$ cat src/design/pngcp_pkg.sv
`timescale 1ns / 1ps
// Shared types and constants for the PNG chunk stream parser.
// No dependencies; imported by pngcp_chunk_eval and png_chunk_stream_parser.

package pngcp_pkg;

  // Parser phase
  typedef enum logic [2:0] {
    PH_SIG,
    PH_LEN,
    PH_TYPE,
    PH_DATA,
    PH_CRC,
    PH_DONE
  } phase_t;

  // Result status codes
  localparam logic [3:0] ST_OK          = 4'd0;
  localparam logic [3:0] ST_BAD_SIG     = 4'd1;
  localparam logic [3:0] ST_BAD_LEN     = 4'd2;
  localparam logic [3:0] ST_BAD_COLOUR  = 4'd3;
  localparam logic [3:0] ST_BAD_DEPTH   = 4'd4;
  localparam logic [3:0] ST_BAD_COMPR   = 4'd5;
  localparam logic [3:0] ST_BAD_FILTER  = 4'd6;
  localparam logic [3:0] ST_BAD_ILACE   = 4'd7;
  localparam logic [3:0] ST_REPEAT_IHDR = 4'd8;

  // Chunk type codes, first file byte in the top byte
  localparam logic [31:0] T_IHDR = 32'h4948_4452;
  localparam logic [31:0] T_GAMA = 32'h6741_4D41;
  localparam logic [31:0] T_CHRM = 32'h6348_524D;
  localparam logic [31:0] T_TIME = 32'h7449_4D45;
  localparam logic [31:0] T_IEND = 32'h4945_4E44;
  localparam logic [31:0] T_BKGD = 32'h624B_4744;

  // Fixed chunk lengths
  localparam logic [31:0] LEN_IHDR = 32'd13;
  localparam logic [31:0] LEN_GAMA = 32'd4;
  localparam logic [31:0] LEN_CHRM = 32'd32;
  localparam logic [31:0] LEN_TIME = 32'd7;
  localparam logic [31:0] LEN_IEND = 32'd0;
  localparam logic [31:0] LEN_BKGD_GRAY = 32'd2;
  localparam logic [31:0] LEN_BKGD_RGB  = 32'd6;
  localparam logic [31:0] LEN_BKGD_PAL  = 32'd1;

  // Colour type codes
  localparam logic [7:0] COL_GRAY       = 8'd0;
  localparam logic [7:0] COL_RGB        = 8'd2;
  localparam logic [7:0] COL_PALETTE    = 8'd3;
  localparam logic [7:0] COL_GRAY_ALPHA = 8'd4;
  localparam logic [7:0] COL_RGBA       = 8'd6;

  // Byte counts of the framing fields
  localparam logic [31:0] SIG_BYTES   = 32'd8;
  localparam logic [31:0] FIELD_BYTES = 32'd4;
  localparam int          HDR_BYTES   = 13;

  // Captured IHDR data bytes, byte 0 first in file order
  typedef logic [HDR_BYTES-1:0][7:0] hdr_t;

  // One result word
  typedef struct packed {
    logic [31:0] chunk_type;
    logic [31:0] chunk_length;
    logic [3:0]  status;
    logic [31:0] image_width;
    logic [31:0] image_height;
    logic [7:0]  bit_depth;
    logic [7:0]  colour_kind;
    logic [7:0]  interlace_kind;
    logic [2:0]  channels;
    logic        stream_done;
  } res_t;

  // PNG signature byte at a given position
  function automatic logic [7:0] sig_byte(input logic [2:0] idx);
    logic [7:0] val;
    case (idx)
      3'd0:    val = 8'd137;
      3'd1:    val = 8'd80;
      3'd2:    val = 8'd78;
      3'd3:    val = 8'd71;
      3'd4:    val = 8'd13;
      3'd5:    val = 8'd10;
      3'd6:    val = 8'd26;
      3'd7:    val = 8'd10;
      default: val = 8'd0;
    endcase
    return val;
  endfunction

endpackage

$ cat src/design/pngcp_chunk_eval.sv
`timescale 1ns / 1ps
// Chunk result builder: status checks and IHDR field decode for a closed chunk.
// Depends on pngcp_pkg.

module pngcp_chunk_eval import pngcp_pkg::*; (
  input  logic        checks_enabled,
  input  logic [31:0] type_r,
  input  logic [31:0] length_r,
  input  hdr_t        hdr_r,
  input  logic        seen_header_r,
  input  logic [7:0]  saved_colour_r,
  output res_t        res
);

  logic       is_ihdr;
  logic [7:0] colour;
  logic [7:0] depth;
  logic       colour_ok;
  logic       depth_ok;
  logic [2:0] chan;
  logic [3:0] status;

  assign is_ihdr = (type_r == T_IHDR);
  assign colour  = hdr_r[9];
  assign depth   = hdr_r[8];

  always_comb begin
    colour_ok = 1'b1;
    depth_ok  = 1'b1;
    chan      = 3'd0;
    case (colour)
      COL_GRAY: begin
        chan     = 3'd1;
        depth_ok = (depth == 8'd1) || (depth == 8'd2) || (depth == 8'd4) ||
                   (depth == 8'd8) || (depth == 8'd16);
      end
      COL_PALETTE: begin
        depth_ok = (depth == 8'd1) || (depth == 8'd2) || (depth == 8'd4) ||
                   (depth == 8'd8);
      end
      COL_RGB: begin
        chan     = 3'd3;
        depth_ok = (depth == 8'd8) || (depth == 8'd16);
      end
      COL_GRAY_ALPHA: begin
        chan     = 3'd2;
        depth_ok = (depth == 8'd8) || (depth == 8'd16);
      end
      COL_RGBA: begin
        chan     = 3'd4;
        depth_ok = (depth == 8'd8) || (depth == 8'd16);
      end
      default: colour_ok = 1'b0;
    endcase
  end

  // Length error wins, then repeat, then the IHDR fields in order
  always_comb begin
    status = ST_OK;
    case (type_r)
      T_IHDR: begin
        if (length_r != LEN_IHDR)      status = ST_BAD_LEN;
        else if (seen_header_r)        status = ST_REPEAT_IHDR;
        else if (!colour_ok)           status = ST_BAD_COLOUR;
        else if (!depth_ok)            status = ST_BAD_DEPTH;
        else if (hdr_r[10] != 8'd0)    status = ST_BAD_COMPR;
        else if (hdr_r[11] != 8'd0)    status = ST_BAD_FILTER;
        else if (hdr_r[12] > 8'd1)     status = ST_BAD_ILACE;
      end
      T_GAMA: if (length_r != LEN_GAMA) status = ST_BAD_LEN;
      T_CHRM: if (length_r != LEN_CHRM) status = ST_BAD_LEN;
      T_TIME: if (length_r != LEN_TIME) status = ST_BAD_LEN;
      T_IEND: if (length_r != LEN_IEND) status = ST_BAD_LEN;
      T_BKGD: begin
        case (saved_colour_r)
          COL_GRAY, COL_GRAY_ALPHA: if (length_r != LEN_BKGD_GRAY) status = ST_BAD_LEN;
          COL_RGB, COL_RGBA:        if (length_r != LEN_BKGD_RGB)  status = ST_BAD_LEN;
          COL_PALETTE:              if (length_r != LEN_BKGD_PAL)  status = ST_BAD_LEN;
          default:                  status = ST_OK;
        endcase
      end
      default: status = ST_OK;
    endcase
  end

  always_comb begin
    res              = '0;
    res.chunk_type   = type_r;
    res.chunk_length = length_r;
    res.status       = checks_enabled ? status : ST_OK;
    if (is_ihdr) begin
      res.image_width    = {hdr_r[0], hdr_r[1], hdr_r[2], hdr_r[3]};
      res.image_height   = {hdr_r[4], hdr_r[5], hdr_r[6], hdr_r[7]};
      res.bit_depth      = depth;
      res.colour_kind    = colour;
      res.interlace_kind = hdr_r[12];
      res.channels       = chan;
    end
    res.stream_done = (type_r == T_IEND);
  end

endmodule

$ cat src/design/png_chunk_stream_parser.sv
`timescale 1ns / 1ps
// PNG chunk stream parser top level: byte framing, IHDR capture, output skid.
// Depends on pngcp_pkg and pngcp_chunk_eval.

// Takes a PNG file one byte per word and frames it: 8-byte signature, then per
// chunk a big-endian length, a 4-byte type, the data and a 4-byte CRC (counted,
// not checked). One result word per chunk is registered when its last CRC
// byte is taken, carrying type, length, status and, for IHDR, the decoded
// header fields. A bad signature gives one result with status 1 after the 8th
// byte. After IEND or a bad signature, bytes are swallowed until in_file_start
// marks a new file; in_file_start also restarts parsing mid-file. Throughput is
// one byte per clock: all per-byte work is a single pass of logic into the
// state registers, and the result lands in an output register backed by a
// one-word skid register, so in_ready drops only when both hold an untaken
// result. Reset leaves checks enabled and needs no clearing pass.
// cfg_wr_data sets checks_enabled; write it only while the parser is idle.

module png_chunk_stream_parser import pngcp_pkg::*; (
  input  logic        clk,
  input  logic        rst_n,
  // config
  input  logic        cfg_wr_en,
  input  logic        cfg_wr_data,
  // byte input
  input  logic        in_valid,
  output logic        in_ready,
  input  logic [7:0]  in_data_byte,
  input  logic        in_file_start,
  // result output
  output logic        out_valid,
  input  logic        out_ready,
  output logic [31:0] out_chunk_type,
  output logic [31:0] out_chunk_length,
  output logic [3:0]  out_status,
  output logic [31:0] out_image_width,
  output logic [31:0] out_image_height,
  output logic [7:0]  out_bit_depth,
  output logic [7:0]  out_colour_kind,
  output logic [7:0]  out_interlace_kind,
  output logic [2:0]  out_channels,
  output logic        out_stream_done
);

  // parser state
  logic        checks_en_r;
  phase_t      phase_r, phase_nxt;
  logic [31:0] cnt_r, cnt_nxt;
  logic [31:0] len_r, len_nxt;
  logic [31:0] typ_r, typ_nxt;
  hdr_t        hdr_r, hdr_nxt;
  logic        seen_r, seen_nxt;
  logic [7:0]  saved_col_r, saved_col_nxt;
  logic        sig_ok_r, sig_ok_nxt;

  // output stage
  logic        out_valid_r, skid_valid_r;
  res_t        out_res_r, skid_res_r;

  // per-byte working values (state after an optional restart)
  logic        in_acc;
  phase_t      ph;
  logic [31:0] cnt, cnt_inc, len, typ, typ_shift;
  hdr_t        hdr;
  logic        seen, sig_ok, sig_match;
  logic [7:0]  saved_col;
  logic        emit_sig, emit_chunk, push;
  res_t        chunk_res, sig_res, new_res;

  assign in_acc   = in_valid && in_ready;
  assign in_ready = !skid_valid_r;

  // in_file_start restarts everything except the config bit
  assign ph        = in_file_start ? PH_SIG : phase_r;
  assign cnt       = in_file_start ? 32'd0  : cnt_r;
  assign len       = in_file_start ? 32'd0  : len_r;
  assign typ       = in_file_start ? 32'd0  : typ_r;
  assign hdr       = in_file_start ? hdr_t'('0) : hdr_r;
  assign seen      = in_file_start ? 1'b0   : seen_r;
  assign saved_col = in_file_start ? 8'd0   : saved_col_r;
  assign sig_ok    = in_file_start ? 1'b1   : sig_ok_r;

  assign cnt_inc   = cnt + 32'd1;
  assign typ_shift = {typ[23:0], in_data_byte};
  assign sig_match = (in_data_byte == sig_byte(cnt[2:0]));

  // next phase
  always_comb begin
    phase_nxt = ph;
    case (ph)
      PH_SIG:  if (cnt_inc == SIG_BYTES) phase_nxt = (sig_ok && sig_match) ? PH_LEN : PH_DONE;
      PH_LEN:  if (cnt_inc == FIELD_BYTES) phase_nxt = PH_TYPE;
      PH_TYPE: if (cnt_inc == FIELD_BYTES) phase_nxt = (len == 32'd0) ? PH_CRC : PH_DATA;
      PH_DATA: if (cnt_inc == len) phase_nxt = PH_CRC;
      PH_CRC:  if (cnt_inc == FIELD_BYTES) phase_nxt = (typ == T_IEND) ? PH_DONE : PH_LEN;
      PH_DONE: phase_nxt = PH_DONE;
      default: phase_nxt = PH_DONE;
    endcase
  end

  // datapath and result strobes
  always_comb begin
    cnt_nxt       = cnt;
    len_nxt       = len;
    typ_nxt       = typ;
    hdr_nxt       = hdr;
    seen_nxt      = seen;
    saved_col_nxt = saved_col;
    sig_ok_nxt    = sig_ok;
    emit_sig      = 1'b0;
    emit_chunk    = 1'b0;
    case (ph)
      PH_SIG: begin
        if (!sig_match) sig_ok_nxt = 1'b0;
        cnt_nxt = cnt_inc;
        if (cnt_inc == SIG_BYTES) begin
          cnt_nxt  = 32'd0;
          emit_sig = !(sig_ok && sig_match);
        end
      end
      PH_LEN: begin
        len_nxt = {len[23:0], in_data_byte};
        cnt_nxt = (cnt_inc == FIELD_BYTES) ? 32'd0 : cnt_inc;
      end
      PH_TYPE: begin
        typ_nxt = typ_shift;
        cnt_nxt = cnt_inc;
        if (cnt_inc == FIELD_BYTES) begin
          cnt_nxt = 32'd0;
          if (typ_shift == T_IHDR) hdr_nxt = '0;
        end
      end
      PH_DATA: begin
        if ((typ == T_IHDR) && (cnt < 32'(HDR_BYTES))) begin
          for (int i = 0; i < HDR_BYTES; i++) begin
            if (cnt[3:0] == 4'(i)) hdr_nxt[i] = in_data_byte;
          end
        end
        cnt_nxt = (cnt_inc == len) ? 32'd0 : cnt_inc;
      end
      PH_CRC: begin
        cnt_nxt = cnt_inc;
        if (cnt_inc == FIELD_BYTES) begin
          cnt_nxt    = 32'd0;
          emit_chunk = 1'b1;
          if (typ == T_IHDR) begin
            saved_col_nxt = hdr[9];
            seen_nxt      = 1'b1;
          end
        end
      end
      PH_DONE: cnt_nxt = cnt;
      default: cnt_nxt = cnt;
    endcase
  end

  // chunk result from the current registers; only used in the CRC phase,
  // where no restart is in progress
  pngcp_chunk_eval u_eval (
    .checks_enabled (checks_en_r),
    .type_r         (typ_r),
    .length_r       (len_r),
    .hdr_r          (hdr_r),
    .seen_header_r  (seen_r),
    .saved_colour_r (saved_col_r),
    .res            (chunk_res)
  );

  always_comb begin
    sig_res             = '0;
    sig_res.status      = ST_BAD_SIG;
    sig_res.stream_done = 1'b1;
  end

  assign new_res = emit_sig ? sig_res : chunk_res;
  assign push    = in_acc && (emit_sig || emit_chunk);

  always_ff @(posedge clk) begin
    if (!rst_n) begin
      checks_en_r <= 1'b1;
      phase_r     <= PH_SIG;
      cnt_r       <= '0;
      len_r       <= '0;
      typ_r       <= '0;
      hdr_r       <= '0;
      seen_r      <= 1'b0;
      saved_col_r <= '0;
      sig_ok_r    <= 1'b1;
    end else begin
      if (cfg_wr_en) checks_en_r <= cfg_wr_data;
      if (in_acc) begin
        phase_r     <= phase_nxt;
        cnt_r       <= cnt_nxt;
        len_r       <= len_nxt;
        typ_r       <= typ_nxt;
        hdr_r       <= hdr_nxt;
        seen_r      <= seen_nxt;
        saved_col_r <= saved_col_nxt;
        sig_ok_r    <= sig_ok_nxt;
      end
    end
  end

  // output register plus one-word skid; push never coincides with a full skid
  always_ff @(posedge clk) begin
    if (!rst_n) begin
      out_valid_r  <= 1'b0;
      skid_valid_r <= 1'b0;
    end else if (!out_valid_r || out_ready) begin
      if (skid_valid_r) begin
        out_valid_r  <= 1'b1;
        skid_valid_r <= 1'b0;
      end else begin
        out_valid_r <= push;
      end
    end else if (push) begin
      skid_valid_r <= 1'b1;
    end
  end

  always_ff @(posedge clk) begin
    if (!out_valid_r || out_ready) begin
      if (skid_valid_r) out_res_r <= skid_res_r;
      else if (push)    out_res_r <= new_res;
    end else if (push) begin
      skid_res_r <= new_res;
    end
  end

  assign out_valid          = out_valid_r;
  assign out_chunk_type     = out_res_r.chunk_type;
  assign out_chunk_length   = out_res_r.chunk_length;
  assign out_status         = out_res_r.status;
  assign out_image_width    = out_res_r.image_width;
  assign out_image_height   = out_res_r.image_height;
  assign out_bit_depth      = out_res_r.bit_depth;
  assign out_colour_kind    = out_res_r.colour_kind;
  assign out_interlace_kind = out_res_r.interlace_kind;
  assign out_channels       = out_res_r.channels;
  assign out_stream_done    = out_res_r.stream_done;

  // checks
  a_skid_behind_out: assert property (@(posedge clk) disable iff (!rst_n)
    skid_valid_r |-> out_valid_r)
    else $error("skid holds a word while output register is empty");

  a_data_len_nonzero: assert property (@(posedge clk) disable iff (!rst_n)
    (phase_r == PH_DATA) |-> (len_r != 32'd0))
    else $error("data phase entered with zero length");

  a_done_is_quiet: assert property (@(posedge clk) disable iff (!rst_n)
    (phase_r == PH_DONE && !in_file_start) |-> !push)
    else $error("result produced after stream end");

  a_done_follows: assert property (@(posedge clk) disable iff (!rst_n)
    (push && new_res.stream_done) |=> (phase_r == PH_DONE))
    else $error("stream end result without entering done phase");

endmodule

$ cat config.mk
export PLATFORM = sky130hd
export DESIGN_NAME = png_chunk_stream_parser
export DESIGN_NICKNAME = d
export VERILOG_FILES = /design/src/design/pngcp_pkg.sv /design/src/design/pngcp_chunk_eval.sv /design/src/design/png_chunk_stream_parser.sv
export SDC_FILE = /design/constraint.sdc
export NUM_CORES = 1
export LEC_CHECK = 0
export BUFFER_PORTS_ARGS = -buffer_cell sky130_fd_sc_hd__buf_2
export CAP_MARGIN = 20
export CORE_MARGIN = 2
export CORE_UTILIZATION = 55
export DETAILED_ROUTE_END_ITERATION = 16
export HOLD_SLACK_MARGIN = 0.15
export PLACE_DENSITY_LB_ADDON = 0.1
export SLEW_MARGIN = 20
export SYNTH_ARGS = -nofsm -noshare
export SYNTH_HDL_FRONTEND = slang
export SYNTH_SLANG_ARGS = --single-unit
$ cat constraint.sdc
create_clock -name clk -period 22.3 [get_ports clk]
set_input_delay 5.575 -clock clk [delete_from_list [all_inputs] [get_ports clk]]
set_output_delay 5.575 -clock clk [all_outputs]
set_load 0.005 [all_outputs]
Word-level counts from Yosys, hierarchy flattened --
Memory sizes are Yosys's and may differ from the RTL's. Index checks and enable logic that the tools add are counted.
Storage, ports and cells: bits in registers 536, ROM bits 56, output and inout port bits 162, memories kept 1
Operators by class: add/sub/neg operators 1, order comparisons 2, equal/unequal tests 49, multiplexer cells 77, bitwise logic cells 2, reductions and logical operators 31
Memory list:
- (name not given) | depth 8, bits a word 7, read ports 1, clocked after memory_dff 0, wr ports 0, line pngcp_pkg.sv:78 | case (idx)
Operator list (count):
- two-way mux 160 bit | 3
- two-way mux 104 bit | 4
- equality test 32 x 31 -> 1 bit, second input constant | 9
- two-way mux 32 bit | 8
- one-hot mux 104 bit (2 select lines) | 1
- two-way mux 8 bit | 17
- inequality test 32 x 3 -> 1 bit, second input constant | 3
- one-hot mux 32 bit (3 select lines) | 1
- two-way mux 91 bit | 1
- equality test 8 x 2 -> 1 bit, second input constant | 5
- equality test 8 x 3 -> 1 bit, second input constant | 5
- adder 32 x 1 -> 32 bit, second input constant | 1
- equality test 32 x 3 -> 1 bit, second input constant | 1
- equality test 32 bit | 1
- equality test 32 x 4 -> 1 bit, second input constant | 1
- zero test 32 bit | 1
- less-than comparator 32 x 4 -> 1 bit, second input constant | 1
- inequality test 32 x 1 -> 1 bit, second input constant | 1
- inequality test 32 x 2 -> 1 bit, second input constant | 1
- inequality test 32 x 4 -> 1 bit, second input constant | 1
- inequality test 32 x 6 -> 1 bit, second input constant | 1
- nonzero test 32 bit | 1
- two-way mux 3 bit | 10
- two-way mux 4 bit | 7
- other kinds (32) | 77

Logic depth before layout (Yosys ltp) --
depth after elaboration 15, depth in mapped cells 25, gate-level depth less buffers 15

Modules after synthesis --
From an unflattened synthesis, not the netlist that was laid out.
Unflattened totals: cell total of the unflattened synthesis 2404, area total of the unflattened synthesis 25871.1 sq um
Modules (own cells, without submodules):
- png_chunk_stream_parser | instances 1, cells each 2113, area an instance 23946.7 sq um, seq. area each 13933.4 sq um
- pngcp_chunk_eval | instances 1, cells each 291, area an instance 1924.3 sq um, seq. area each 0.0 sq um

Worst setup path before layout --
Ideal clock, no wire load.
path kind input to register, from in in_file_start, to reg out_res_r, in the netlist out_bit_depth[0] (enable), setup time 0.681 ns, arrival 16.922 ns, slack 4.696 ns, stages on the path 24, path through clkbuf_1 clkbuf_1 buf_2 clkbuf_1 buf_2 clkbuf_1 buf_1 nor2b_1 ha_1 clkbuf_1 and4_1 buf_2 and4_1 clkbuf_1 xor2_1 nor4_1 o2111ai_1 or4b_1 nor3_2 nand3_1 buf_2 o21ai_0 a21oi_1 nor2_1
Between the ends: word-level cells in the longest chain between the ends 11, elaborated cells on any way between the ends 20
RTL lines:
- start: declaration | line png_chunk_stream_parser.sv:28 | input logic in_file_start,
- parallel branches: the longest is 7 deep, another holds adder 32 x 1 -> 32 bit
- logical OR 1 bit (*) | line png_chunk_stream_parser.sv:175 | assign push = in_acc && (emit_sig || emit_chunk);
- logical AND 1 bit (*) | line png_chunk_stream_parser.sv:175
- nonzero test 2 bit (no line) (*)
- AND reduction 2 bit (no line) (*)
- end signal: assignment | line png_chunk_stream_parser.sv:222 | if (skid_valid_r) out_res_r <= skid_res_r;
- end signal: assignment | line png_chunk_stream_parser.sv:223 | else if (push) out_res_r <= new_res;
- end: declaration | line png_chunk_stream_parser.sv:57 | res_t out_res_r, skid_res_r;
Mark *: on every way between the ends. A chain may end at the register's enable or synchronous reset.

Final worst setup path --
from in in_file_start, to reg out_res_r, in the netlist out_image_height[24] (enable)
Same word-level chain as after synthesis.

==> parameters.txt <==
Parameter                              Value

Run status
  Outcome    complete, no violations

CTS
  Total CTS buffers    53
  PostCTS Resize Cnt    0
  Clock latency of the later-clocked register in the worst-skew pair    0.61 ns
  Count of clock tree sinks    536
  Cell at the root of the clock tree    sky130_fd_sc_hd__clkbuf_16
  Htree depth    2
  TritonCTS clock tree    yes
  # hold bufs at CTS    0
  Clock input transition at the sequential cells of the worst setup and hold paths    0.06 ns
  Largest buffer count on any clock path    3
  # Post-CTS Setup Buffers    0

Setup path
  Worst path cell trace    buf_2 > nor2b_1 > ha_1 > and4_1 > and4_1 > xor2_1 > nor4_1 > o2111ai_1 > or4b_1 > nor3_2 > nand3_4 > o21ai_0 > a21oi_1 > nor2_4 > buf_4
  Cell repeated most along the worst path    sky130_fd_sc_hd__and4_1
  CP peak stage delay    0.69 ns
  Master of the slowest instance on the critical path    sky130_fd_sc_hd__buf_4
  Register-to-register path setup slack    16.07 ns
  Critical path capture point type    flip-flop
  Data arrival, critical path    10.96 ns
  Startpoint type of the worst setup path    input port
  Crit path max fanout    60
  Register-to-Register Path Depth    14
  Worst setup path category    in2reg
  Data required, critical path    roughly 23 ns

Yosys
  Post-synthesis share of cell area spent on xor and xnor gates    roughly 1.9%
  Post-synthesis share of cell area spent on full adders, half adders and majority gates    less than 1%
  Fraction of the mapped netlist area in simple logic gates    18.99%
  Number of warning messages in the yosys log    0
  Proportion of register bits with asynchronous set or reset after synthesis    0%
  Post-synth EDFFs    320
  Gate count of the mapped netlist    2134
  Net count after synthesis    2154
  Sequential element share of the synthesized area    approximately 57%
  Post-synth top flop    sky130_fd_sc_hd__edfxtp_1
  Mean Syn Cell Area    11.40 µm²
  Total standard cell area after synthesis    24320 µm²
  Synthesized-area fraction occupied by ao, oa, aoi and oai cells    approximately 11%
  Main combinational cell family by area after synthesis    simple AND/OR/NAND/NOR gates
  Synthesis-stage register bit count    around 540
  Multiplexer fraction of the synthesized cell area    around 7.3%
  Distinct cells, synth    77

Die
  Initial standard-cell utilization of the core    between 50% and 60%
  Die outline height    214.3 µm
  I/O pin count    177
  Die footprint    approximately 46000 µm²
  Die width    around 210 µm
  Area of the core region    around 44000 µm²
  Row count    between 70 and 80

Timing
  F_max    93.22 MHz
  Final setup violation count    0
  Period utilization    48.10%
  Worst Tran Pin Value    1.031 ns
  Unrepaired setup endpoints after global routing    no
  Normalized max-slew margin    31.30%
  Shortest period the worst path allows    10.73 ns
  Hold Violations, Final    0
  Final TNS setup    0 ns
  Final Max Slew Viols    0
  Worst setup skew after layout    ~0.029 ns
  Hold slack final    0.4544 ns

Global routing
  Global-route wire length before repair    between 90000 and 100000 µm
  Global router's overall resource usage    26.67%
  Number of global-route vias before repair    ~17000
  Maximum number of pins on one net before global-route repair    roughly 120
  Aggregate global routing overflow    0
  Initial antenna violation count    0

Layout
  Largest regs    skid_res_r: 160 flops, hdr_r: 104 flops
  Flip-flop count of the largest register after layout    160
  Most flop-heavy register    skid_res_r
  Final cell area excluding filler cells    approximately 27000 µm²
  Multi-input combinational cell area    slightly below 10000 µm²
  Area taken by flip-flops and latches    13930 µm²
  Area delta synth->final    11.58%
  Filler Cells Inserted    about 3600
  Layout Nets    2245
  Antenna fix cells    0
  Ratio of cells with drive above 1 in the final layout    20.62%

Pwr
  Ratio of total power to cell area    72.75 nW/µm²
  Leak Pwr    between 10 and 15 nW
  Largest vdd supply drop    0.00005757 V

Detailed routing
  Number of nets with antenna violations after detailed routing    0
  Routed wire length    61790 µm
  Total DRC errors in the routed layout    0
  Number of optimization iterations in the first detailed-route pass    6
  Overall via count from detail_route    17360
  Vias per cell    roughly 6.1
  Number of DRC markers in iteration 0    between 1500 and 2000
  Routed len/inst    21.59 µm

Placement
  Placed standard-cell area    between 20000 and 30000 µm²
  Number of buffer cells added on primary ports    176
  Weighted congestion reported at the end of routability-driven placement    0.9656
  Dpl hpwl    about 41000 µm

Hold path
  Worst hold path cell count    1
  Class of the worst hold path    reg2reg

Run
  Number of maximum-capacitance constraint violations    0
==> worst max-delay path, delay by kind of cell <==
| kind | cells | cell delay [ns] |
|---|---|---|
| AO/OA/AOI/OAI | 3 | 0.64 |
| XOR/XNOR | 1 | 0.11 |
| adder cells (fa/ha/maj) | 1 | 0.41 |
| buffers and inverters | 2 | 0.82 |
| AND/OR/NAND/NOR | 8 | 3.29 |
==> synth_stat cells, types with 12 or more instances <==
| master | count | area share, % |
|---|---|---|
| sky130_fd_sc_hd__nand2b_1 | 12 | 0.31 |
| sky130_fd_sc_hd__nor3_1 | 40 | 0.82 |
| sky130_fd_sc_hd__mux2_2 | 154 | 7.1 |
| sky130_fd_sc_hd__buf_6 | 16 | 0.74 |
| sky130_fd_sc_hd__a22oi_1 | 122 | 3.8 |
| sky130_fd_sc_hd__buf_2 | 15 | 0.31 |
| sky130_fd_sc_hd__nand4_1 | 24 | 0.62 |
| sky130_fd_sc_hd__clkbuf_1 | 124 | 1.9 |
| sky130_fd_sc_hd__nor2b_1 | 163 | 4.2 |
| sky130_fd_sc_hd__and3_1 | 104 | 2.7 |
| sky130_fd_sc_hd__o22ai_1 | 36 | 0.93 |
| sky130_fd_sc_hd__edfxtp_1 | 320 | 40 |
| sky130_fd_sc_hd__and2_1 | 74 | 1.9 |
| sky130_fd_sc_hd__nor2_1 | 73 | 1.1 |
| sky130_fd_sc_hd__nor4_1 | 38 | 0.98 |
| sky130_fd_sc_hd__o21ai_0 | 68 | 1.4 |
| sky130_fd_sc_hd__nand2_1 | 159 | 2.5 |
| sky130_fd_sc_hd__dfxtp_1 | 216 | 18 |
| sky130_fd_sc_hd__xor2_1 | 19 | 0.68 |
| sky130_fd_sc_hd__nand3_1 | 33 | 0.68 |
| sky130_fd_sc_hd__a21oi_1 | 62 | 1.3 |
| sky130_fd_sc_hd__xnor2_1 | 34 | 1.2 |
==> routing by layer <==
layer | global-route usage (%) | vias to the layer above | wire length (µm)
li1 | - | 8134 | -
met1 | 38.89 | 8560 | 27760
met2 | 41.47 | 554 | 28890
met3 | 3.560 | 112 | 3439
met4 | 8.681 | 0 | 1698
met5 | 0 | - | 0
==> cells in the final DEF, fill, tap and decap left out, types with 19 or more instances in the layout <==
cell type	Yosys	routed
sky130_fd_sc_hd__buf_2	15	175
sky130_fd_sc_hd__nand3_1	33	32
sky130_fd_sc_hd__nor2_1	73	72
sky130_fd_sc_hd__o21ai_0	68	66
sky130_fd_sc_hd__a22oi_1	122	122
sky130_fd_sc_hd__nor2b_1	163	162
sky130_fd_sc_hd__buf_4	2	22
sky130_fd_sc_hd__and3_1	104	103
sky130_fd_sc_hd__nor4_1	38	37
sky130_fd_sc_hd__o22ai_1	36	36
sky130_fd_sc_hd__xor2_1	19	19
sky130_fd_sc_hd__nand4_1	24	24
sky130_fd_sc_hd__nand2_1	159	158
sky130_fd_sc_hd__dfxtp_1	216	216
sky130_fd_sc_hd__xnor2_1	34	34
sky130_fd_sc_hd__a21oi_1	62	62
sky130_fd_sc_hd__edfxtp_1	320	320
sky130_fd_sc_hd__nor3_1	40	38
sky130_fd_sc_hd__clkbuf_16	0	54
sky130_fd_sc_hd__mux2_2	154	154
sky130_fd_sc_hd__and2_1	74	74
==> through the flow <==
step           std cells  util [%]  setup slack [ns]  power [mW]
5_1_grt             2862     61.78             11.01       2.033
3_3_place_gp        2760     57.83             10.78       1.126
6_report            2862     61.78             11.57       1.975
3_5_place_dp        2760     57.83             10.52       1.127
2_1_floorplan       2134         -             4.696       1.106
4_1_cts             2860     61.69             11.18       1.988
==> worst paths after layout <==
path | start | to
worst max-delay path | in_file_start | out_image_height[24]
worst min-delay path | hdr_r[7] | hdr_r[7]
worst max register to register | cnt_r[1] | out_image_height[24]
worst min register to register | hdr_r[7] | hdr_r[7]
==> cells by family after synthesis <==
kind of cell | count (synthesis)
AOI/OAI and AO/OA | 395
xor gates and xnor gates | 53
adders and majority gates | 5
buffers and inverters | 174
DFF | 536
muxes | 159
and+or+nand+nor | 812
==> power by group <==
part / leakage (nW) / total, mW / internal (mW) / switching [mW]
Clock: 0.830 / 0.867 / 0.495 / 0.372
Combinational: 4.40 / 0.0606 / 0.0176 / 0.0430
Sequential: 5.20 / 1.05 / 1.04 / 0.00671
==> final cells by class <==
type	instances	share of cell area, %
Tap cell	592	2.729
Clock buffer	73	5.389
Inverter	11	0.1706
Timing Repair Buffer	199	3.955
Sequential cell	536	51.33
Clock inverter	27	0.8528
Multi-Input combinational cell	1424	35.57
(Power assumes the default switching activity.)
